==> config.mk <==
export PLATFORM = sky130hd
export DESIGN_NAME = bts_coord
export DESIGN_NICKNAME = d
export VERILOG_FILES = /design/src/hdl/bts_pkg.sv /design/src/hdl/bts_coord.sv
export SDC_FILE = /design/constraint.sdc
export NUM_CORES = 2
export LEC_CHECK = 0
export BUFFER_PORTS_ARGS = -buffer_cell sky130_fd_sc_hd__buf_2
export CAP_MARGIN = 20
export CORE_MARGIN = 2
export CORE_UTILIZATION = 39
export DETAILED_ROUTE_END_ITERATION = 10
export HOLD_SLACK_MARGIN = 0.05
export MAX_ROUTING_LAYER = met4
export SLEW_MARGIN = 20
export SYNTH_ARGS = -nofsm -noshare
export SYNTH_HDL_FRONTEND = slang
export SYNTH_SLANG_ARGS = --single-unit
==> constraint.sdc <==
create_clock -name clk -period 6.1 [get_ports clk]
set_input_delay 0.915 -clock clk [delete_from_list [all_inputs] [get_ports clk]]
set_output_delay 0.915 -clock clk [all_outputs]
set_load 0.05 [all_outputs]
==> src/hdl/bts_pkg.sv <==
// Shared types, constants and codes of the bilinear texture sampler.
package bts_pkg;

  localparam int TEX_BITS   = 8;
  localparam int MAX_WIDTH  = 1 << TEX_BITS;
  localparam int MAX_HEIGHT = 1 << TEX_BITS;
  localparam int FRAC_BITS  = 16;
  localparam int COORD_W    = 32;
  localparam int COLOR_W    = 32;
  localparam int SIZE_W     = TEX_BITS + 1;
  localparam int CFG_W      = SIZE_W;
  localparam int BANK_AW    = 2 * (TEX_BITS - 1);
  localparam int BANK_DEPTH = 1 << BANK_AW;
  localparam int PROD_W     = COORD_W - 1 + SIZE_W;
  localparam int CH_W       = 8;
  localparam int NUM_CH     = COLOR_W / CH_W;
  localparam int WGT_W      = FRAC_BITS + 1;
  localparam int LERP_W     = CH_W + WGT_W;
  localparam int SUM_W      = LERP_W + WGT_W;

  localparam logic [COLOR_W-1:0] SENTINEL_COLOR = 32'hFFFF_FF00;

  typedef enum logic [1:0] {
    CFG_TEX_WIDTH   = 2'd0,
    CFG_TEX_HEIGHT  = 2'd1,
    CFG_WRAP_MODE   = 2'd2,
    CFG_FILTER_MODE = 2'd3
  } cfg_index_t;

  typedef enum logic {
    ACT_WRITE  = 1'b0,
    ACT_SAMPLE = 1'b1
  } action_t;

  typedef struct packed {
    logic                      action;
    logic [TEX_BITS-1:0]       texel_u;
    logic [TEX_BITS-1:0]       texel_v;
    logic [COLOR_W-1:0]        texel_color;
    logic signed [COORD_W-1:0] coord_s;
    logic signed [COORD_W-1:0] coord_t;
  } in_word_t;

  typedef struct packed {
    logic [COLOR_W-1:0] color;
    logic               used_nearest;
    logic               negative_coord;
  } out_word_t;

  // Effective (clamped) texture setup
  typedef struct packed {
    logic [SIZE_W-1:0] width;
    logic [SIZE_W-1:0] height;
    logic              wrap;
    logic              filter;
  } cfg_t;

  // Per-sample control that travels alongside the bank reads
  typedef struct packed {
    logic                 valid;
    logic                 negative;
    logic                 nearest;
    logic [1:0]           sel_a;
    logic [1:0]           sel_b;
    logic [1:0]           sel_c;
    logic [1:0]           sel_d;
    logic [FRAC_BITS-1:0] x;
    logic [FRAC_BITS-1:0] y;
  } side_t;

  // Bank access request: one write and four reads per cycle
  typedef struct packed {
    logic                         wr;
    logic [1:0]                   wr_bank;
    logic [BANK_AW-1:0]           wr_addr;
    logic [COLOR_W-1:0]           wr_data;
    logic [3:0][BANK_AW-1:0]      rd_addr;
  } tex_req_t;

  typedef struct packed {
    logic [COLOR_W-1:0] a;
    logic [COLOR_W-1:0] b;
    logic [COLOR_W-1:0] c;
    logic [COLOR_W-1:0] d;
  } quad_t;

endpackage

==> src/hdl/bts_coord.sv <==
// Coordinate unit: scale, edge decision, neighbor indices and bank addresses.
module bts_coord (
  input  logic              clk,
  input  logic              rst_n,
  input  logic              in_valid,
  input  bts_pkg::in_word_t in_word,
  input  bts_pkg::cfg_t     cfg,
  output bts_pkg::tex_req_t req,
  output bts_pkg::side_t    side
);

  localparam logic [bts_pkg::PROD_W-1:0] HALF_FX =
    bts_pkg::PROD_W'(1) << (bts_pkg::FRAC_BITS - 1);

  // stage 1: captured word
  logic              st1_valid_r;
  bts_pkg::in_word_t st1_word_r;

  // stage 2: scaled coordinates
  logic                                st2_valid_r;
  logic                                st2_act_r;
  logic                                st2_neg_r;
  logic [bts_pkg::PROD_W-1:0]          st2_uf_r;
  logic [bts_pkg::PROD_W-1:0]          st2_vf_r;
  logic [bts_pkg::TEX_BITS-1:0]        st2_u_r;
  logic [bts_pkg::TEX_BITS-1:0]        st2_v_r;
  logic [bts_pkg::COLOR_W-1:0]         st2_color_r;

  logic [bts_pkg::COORD_W-2:0] s_in;
  logic [bts_pkg::COORD_W-2:0] t_in;
  logic [bts_pkg::PROD_W-1:0]  st2_uf_nxt;
  logic [bts_pkg::PROD_W-1:0]  st2_vf_nxt;
  logic                        st2_neg_nxt;

  logic                         near;
  logic [bts_pkg::TEX_BITS-1:0] ucol;
  logic [bts_pkg::TEX_BITS-1:0] vrow;
  logic [bts_pkg::TEX_BITS-1:0] ucol1;
  logic [bts_pkg::TEX_BITS-1:0] vrow1;
  logic                         up1;
  logic                         vp1;

  function automatic logic edge_near(input logic [bts_pkg::PROD_W-1:0] f,
                                     input logic [bts_pkg::SIZE_W-1:0] sz);
    logic [bts_pkg::PROD_W-1:0] lim;
    lim = (bts_pkg::PROD_W'(sz) << bts_pkg::FRAC_BITS) - HALF_FX;
    return (f < HALF_FX) || (f > lim);
  endfunction

  function automatic logic [bts_pkg::TEX_BITS-1:0] last_idx(
      input logic [bts_pkg::SIZE_W-1:0] sz);
    logic [bts_pkg::SIZE_W-1:0] last;
    last = sz - 1'b1;
    return last[bts_pkg::TEX_BITS-1:0];
  endfunction

  function automatic logic [bts_pkg::TEX_BITS-1:0] near_idx(
      input logic [bts_pkg::PROD_W-1:0] f,
      input logic [bts_pkg::SIZE_W-1:0] sz);
    logic [bts_pkg::PROD_W-bts_pkg::FRAC_BITS-1:0] full;
    logic [bts_pkg::SIZE_W-1:0]                    last;
    full = f[bts_pkg::PROD_W-1:bts_pkg::FRAC_BITS];
    last = sz - 1'b1;
    if (full > (bts_pkg::PROD_W - bts_pkg::FRAC_BITS)'(last)) begin
      return last[bts_pkg::TEX_BITS-1:0];
    end
    return full[bts_pkg::TEX_BITS-1:0];
  endfunction

  function automatic logic [bts_pkg::BANK_AW-1:0] bank_addr(
      input logic [1:0]                   bk,
      input logic [bts_pkg::TEX_BITS-1:0] c0,
      input logic [bts_pkg::TEX_BITS-1:0] c1,
      input logic [bts_pkg::TEX_BITS-1:0] r0,
      input logic [bts_pkg::TEX_BITS-1:0] r1);
    logic [bts_pkg::TEX_BITS-1:0] col;
    logic [bts_pkg::TEX_BITS-1:0] row;
    col = (bk[0] == c0[0]) ? c0 : c1;
    row = (bk[1] == r0[0]) ? r0 : r1;
    return {row[bts_pkg::TEX_BITS-1:1], col[bts_pkg::TEX_BITS-1:1]};
  endfunction

  // capture the accepted word
  always_ff @(posedge clk) begin
    if (!rst_n) begin
      st1_valid_r <= 1'b0;
    end else begin
      st1_valid_r <= in_valid;
    end
    st1_word_r <= in_word;
  end

  // wrap and scale both coordinates
  always_comb begin
    if (cfg.wrap) begin
      s_in = (bts_pkg::COORD_W-1)'(st1_word_r.coord_s[bts_pkg::FRAC_BITS-1:0]);
      t_in = (bts_pkg::COORD_W-1)'(st1_word_r.coord_t[bts_pkg::FRAC_BITS-1:0]);
    end else begin
      s_in = st1_word_r.coord_s[bts_pkg::COORD_W-2:0];
      t_in = st1_word_r.coord_t[bts_pkg::COORD_W-2:0];
    end
    st2_uf_nxt  = bts_pkg::PROD_W'(s_in) * bts_pkg::PROD_W'(cfg.width);
    st2_vf_nxt  = bts_pkg::PROD_W'(t_in) * bts_pkg::PROD_W'(cfg.height);
    st2_neg_nxt = st1_word_r.coord_s[bts_pkg::COORD_W-1] |
                  st1_word_r.coord_t[bts_pkg::COORD_W-1];
  end

  always_ff @(posedge clk) begin
    if (!rst_n) begin
      st2_valid_r <= 1'b0;
    end else begin
      st2_valid_r <= st1_valid_r;
    end
    st2_act_r   <= st1_word_r.action;
    st2_neg_r   <= st2_neg_nxt;
    st2_uf_r    <= st2_uf_nxt;
    st2_vf_r    <= st2_vf_nxt;
    st2_u_r     <= st1_word_r.texel_u;
    st2_v_r     <= st1_word_r.texel_v;
    st2_color_r <= st1_word_r.texel_color;
  end

  // pick the base texel and the clamped neighbors
  always_comb begin
    logic [bts_pkg::PROD_W-1:0] us;
    logic [bts_pkg::PROD_W-1:0] vs;
    us   = st2_uf_r - HALF_FX;
    vs   = st2_vf_r - HALF_FX;
    near = !cfg.filter || edge_near(st2_uf_r, cfg.width) ||
           edge_near(st2_vf_r, cfg.height);
    if (near) begin
      ucol = near_idx(st2_uf_r, cfg.width);
      vrow = near_idx(st2_vf_r, cfg.height);
    end else begin
      ucol = us[bts_pkg::FRAC_BITS +: bts_pkg::TEX_BITS];
      vrow = vs[bts_pkg::FRAC_BITS +: bts_pkg::TEX_BITS];
    end
    ucol1 = ucol + 1'b1;
    vrow1 = vrow + 1'b1;
    up1   = (ucol == last_idx(cfg.width))  ? ucol[0] : ~ucol[0];
    vp1   = (vrow == last_idx(cfg.height)) ? vrow[0] : ~vrow[0];

    side.valid    = st2_valid_r && (st2_act_r == bts_pkg::ACT_SAMPLE);
    side.negative = st2_neg_r;
    side.nearest  = near;
    side.sel_a    = {vrow[0], ucol[0]};
    side.sel_b    = {vp1, ucol[0]};
    side.sel_c    = {vp1, up1};
    side.sel_d    = {vrow[0], up1};
    side.x        = us[bts_pkg::FRAC_BITS-1:0];
    side.y        = vs[bts_pkg::FRAC_BITS-1:0];
  end

  // bank requests
  always_comb begin
    req.wr      = st2_valid_r && (st2_act_r == bts_pkg::ACT_WRITE);
    req.wr_bank = {st2_v_r[0], st2_u_r[0]};
    req.wr_addr = {st2_v_r[bts_pkg::TEX_BITS-1:1], st2_u_r[bts_pkg::TEX_BITS-1:1]};
    req.wr_data = st2_color_r;
    for (int b = 0; b < 4; b++) begin
      req.rd_addr[b] = bank_addr(2'(b), ucol, ucol1, vrow, vrow1);
    end
  end

endmodule

==> results <==
- The fill cell instance count of the final layout is 6278.
- The power share of the sequential group is 0.170.
- The first global-routing pass estimated 104 mm of wire.
- The clock skew is 0.0188 ns.
- In the routed layout, each cell is associated on average with a via count of 4.70.
- The number of top-level pins is 284.
- The layout-stage area growth over the synthesis result is 22.1%.
- The number of I/O port buffers is 283.
- The CTS buffer count is 31.
- The die covers 68300 µm².
- After synthesis, the share of flip-flops with an asynchronous set or reset is 0.
- The final clock period utilization by the worst path is 0.984.
- The peak supply drop is 0.249 mV.
- The worst path meets setup with 0.0995 ns of slack.
- In this run, synthesis inferred 0 flip-flops with an integrated enable.
- CTS built an H-tree with a depth of 1.
- The effective utilization at floorplan is 0.394.
- For the finished layout, the period the worst path requires is 6.00 ns.
- The multi-input combinational cells in the finished layout cover a total of 18700 µm².
- The number of maximum-capacitance constraint violations is 0.
- At the worst endpoint, the required time is 5.18 ns.
- The tightest slew margin relative to the limit is 0.431.
- The sequential element share of the synthesized area is 0.190.
- The total global-route track usage is 0.194.
- The slowest stage of the critical path is the sky130_fd_sc_hd__or4_4 cell.
- The first routing iteration left 847 violations.
- The kind of capture point of the worst setup path is an output pin.
- The count of pins over their slew limit was 0.
- The logic gate share of total power is 0.678.
- The ratio of total power to cell area is 429 nW/µm².
- STA puts the critical path data arrival time at 5.09 ns.
- Summed over all layers, the global routing overflow is 0.
- The register bit total from synthesis is 245.
- The number of iterations in the first detailed-routing pass is 5.
- The run finished with clean final reports.
- The count of warnings emitted by yosys is 0.
- The worst min-delay path category is register to register.
- The net load switching power is 6.26 mW.
- The worst setup path is of the primary input to output pin kind.
- The root buffer cell chosen for the clock tree is sky130_fd_sc_hd__clkbuf_16.
- The maximum number of pins on one net before global-route repair is 33.
- The internal portion of the total power is 7.27 mW.
- The family of cells with the greatest summed delay on the critical path is simple AND/OR/NAND/NOR gates.
- The launching element type of the critical path is a primary input.
- The routed design has 63.1 mm of wire.
- In the final routed layout, each cell accounts on average for 15.3 µm.
- After clock tree synthesis, the clock-pin slew on the worst setup and hold paths is 0.07 ns.
- Setup repair after global routing could not meet its margin everywhere.
- For this run, the post-layout net count is 3963.
- The synthesized netlist cell count is 2818.
- The average instance in the mapped netlist occupies 9.17 µm².
- The number of global-route vias before repair is 20000.
- Of the total power, the share spent switching nets is 0.463.
- Based on the critical path, the design can be clocked at up to 167 MHz.
- At the pin with the least slew margin, the transition time is 0.845 ns.
- At the placement stage, the worst setup path has a slack of -0.204 ns.
- Together, buffers and inverters on the worst path number 5.
- For this design the static power due to leakage is 16.1 nW.
- The residual DRC count is 0.
- The total placed cells including tap cells is 4068.
- The clock latency of the later-clocked register in the worst-skew pair is 0.61 ns.
- Buffers inserted to repair hold after CTS numbered 0.
- After floorplanning, the core was sized to cover 65600 µm².
- The global placer's final weighted congestion is 0.858.
- The final cell area excluding filler cells is 31500 µm².
- The placed instances occupy a cell area of 30000 µm².
- The sequential cells in the finished layout cover a total of 4900 µm².
- Setup violations remaining at the end of the flow were counted as 0.
- Hold is met by 0.319 ns.
- The share of total power in the clock network is 0.152.
- Once detail routing completed, the nets flagged for antenna violations numbered 0.
- The TritonCTS sink count is 245.
- The initial antenna violation count is 4.
- The most used flip-flop cell after synthesis is sky130_fd_sc_hd__dfxtp_1.
- The total half-perimeter wirelength after legalization and detailed placement is 51.8 mm.
- In this run the vertical extent of the chip is 261 µm.
- Traced cell by cell, the critical path runs through buf_6 > or4_4 > buf_4 > nor4_4 > xnor2_1 > ha_1 > and4_4 > nand3_1 > nor3_2 > mux2i_1 > a21boi_1 > and2_4 > inv_4 > buf_6 > mux2_4 > a221oi_4 > and4b_1 > nand4_1 > xnor2_4 > buf_6.
- The design draws 13.5 mW.
- The worst-path maximum fanout is 4.
- Counting every net in the synthesized netlist gives 3540.
- The TritonCTS clock tree is built.
- The maximum count of clock buffers along a single path is 3.
- The synthesized netlist contains 70 unique library cells.
- After synthesis the cells add up to 25800 µm².
- On the worst path, the slowest cell contributes a delay of 0.58 ns.
- The fraction of the core area covered by cells at the end of the flow is 0.481.
- The site row count is 94.
- The filler-free cell count of the finished design is 4133.
- The most frequent cell on the critical path is sky130_fd_sc_hd__buf_6.
- The final hold violation count is 0.
- The detailed-route via count is 19400.
- The fraction of layout instances using a drive strength above 1 is 0.214.
- In this run the horizontal extent of the chip is 261 µm.
- Summed over all failing endpoints, the final setup total negative slack is 0 ns.
-- path summary, 6_finish.rpt --
path	startpoint	end	slack, ns	depth (start not counted)
max reg2reg	st1_word_r[40]	st2_uf_r[29]	0.47	21
max	cfg[5]	req[13]	0.1	20
min	st1_word_r[77]	st2_color_r[13]	0.32	0
min reg2reg	st1_word_r[77]	st2_color_r[13]	0.32	0
-- cells in the mapped netlist, types with 20 or more instances --
cell type                  instances  area [µm²]
sky130_fd_sc_hd__a21o_1           32         240
sky130_fd_sc_hd__ha_1            178        2230
sky130_fd_sc_hd__nor4_1           22         138
sky130_fd_sc_hd__buf_4            67         503
sky130_fd_sc_hd__nand2_1         291        1090
sky130_fd_sc_hd__inv_1           511        1920
sky130_fd_sc_hd__nor2_1           63         236
sky130_fd_sc_hd__o21a_1           20         150
sky130_fd_sc_hd__xor2_1           26         228
sky130_fd_sc_hd__and2_1          339        2120
sky130_fd_sc_hd__nor3_1           35         175
sky130_fd_sc_hd__a21oi_1          85         425
sky130_fd_sc_hd__nand3_1          20         100
sky130_fd_sc_hd__fa_1            408        8170
sky130_fd_sc_hd__xnor2_1          85         744
sky130_fd_sc_hd__clkbuf_1         94         353
sky130_fd_sc_hd__nor2b_1          47         294
sky130_fd_sc_hd__dfxtp_1         245        4900
sky130_fd_sc_hd__o21ai_0          58         290
-- layout by cell type (no fill, tap or decap), drive strengths merged, types with 5 or more instances in the layout --
cell    Yosys  final
a211oi      9      9
a21boi      5      5
a21o       32     32
a21oi      85     85
a221oi      7      7
a31oi      14     14
and2      340    340
and3       14     14
and4        5      5
buf        71    551
bufinv      0      6
clkbuf     94     45
dfxtp     245    245
fa        408    408
ha        178    178
inv       512    519
mux2        8      8
mux2i      11     11
nand2     291    291
nand2b     12     12
nand3      20     20
nand4      16     16
nor2       64     64
nor2b      47     47
nor3       36     36
nor4       22     22
o211ai      5      5
o21a       20     20
o21ai      59     59
o21bai      6      6
o31ai       5      5
or2         7      7
or3        13     13
xnor2      85     85
xor2       26     26
-- final cells by class --
cell class                      count  share of cell area
Tap cell                          864              0.0343
Multi-Input combinational cell   1896               0.593
Inverter                          512              0.0610
Antenna cell                        3            0.000238
Clock buffer                       41              0.0274
Clock inverter                     17             0.00904
Sequential cell                   245               0.155
Timing Repair Buffer              555               0.120
-- state kept, by name (all words and copies together), names as in the netlist --
signal	count
st2_color_r	32
st2_v_r	8
st2_valid_r	1
st2_uf_r	40
st1_valid_r	1
st2_act_r	1
st1_word_r	113
st2_u_r	8
st2_vf_r	40
st2_neg_r	1
-- cell families (layout without fill, tap and decap cells) --
family	after synthesis	in the layout	share of synthesized area
other	0	3	0
AOI/OAI and AO/OA	281	281	0.0709
xor gates and xnor gates	111	111	0.0376
muxes	19	19	0.00790
and+or+nand+nor	899	899	0.183
buffers and inverters	677	1125	0.109
adders and majority gates	586	586	0.402
DFF	245	245	0.190
-- routing by layer --
layer	vias up	global-route usage	part of all wire
met2	415	0.311	0.46
met1	9455	0.266	0.47
met3	58	0.0240	0.048
li1	9487	-	-
met5	-	-	0
met4	0	0.0385	0.016
-- what timing repair did --
action                                  4_1_cts  5_1_grt
buffers inserted                              0        4
pin swaps                                     5       22
endpoints found under the setup margin       20       44
gates cloned                                  0        0
gates resized for setup                      18       82
-- worst reg2reg max path: cells and delay by family, from the launching register on --
family	cells	cell delay, ns
compound gates	6	1.43
simple gates	3	0.36
fa+ha+maj	5	2.33
xor+xnor	1	0.14
buf+inv	6	0.67
flops	1	0.65
-- power groups by stage --
stage,combinational (mW),clock (mW),sequential [mW]
after floorplan,6.42,0,2.23
after global placement,8.99,0,2.33
after detailed placement,9.03,0,2.33
after CTS,9.12,2.13,2.30
after global routing,10.3,2.19,2.34
final,9.17,2.06,2.31
Power figures use the tool's default switching activity.
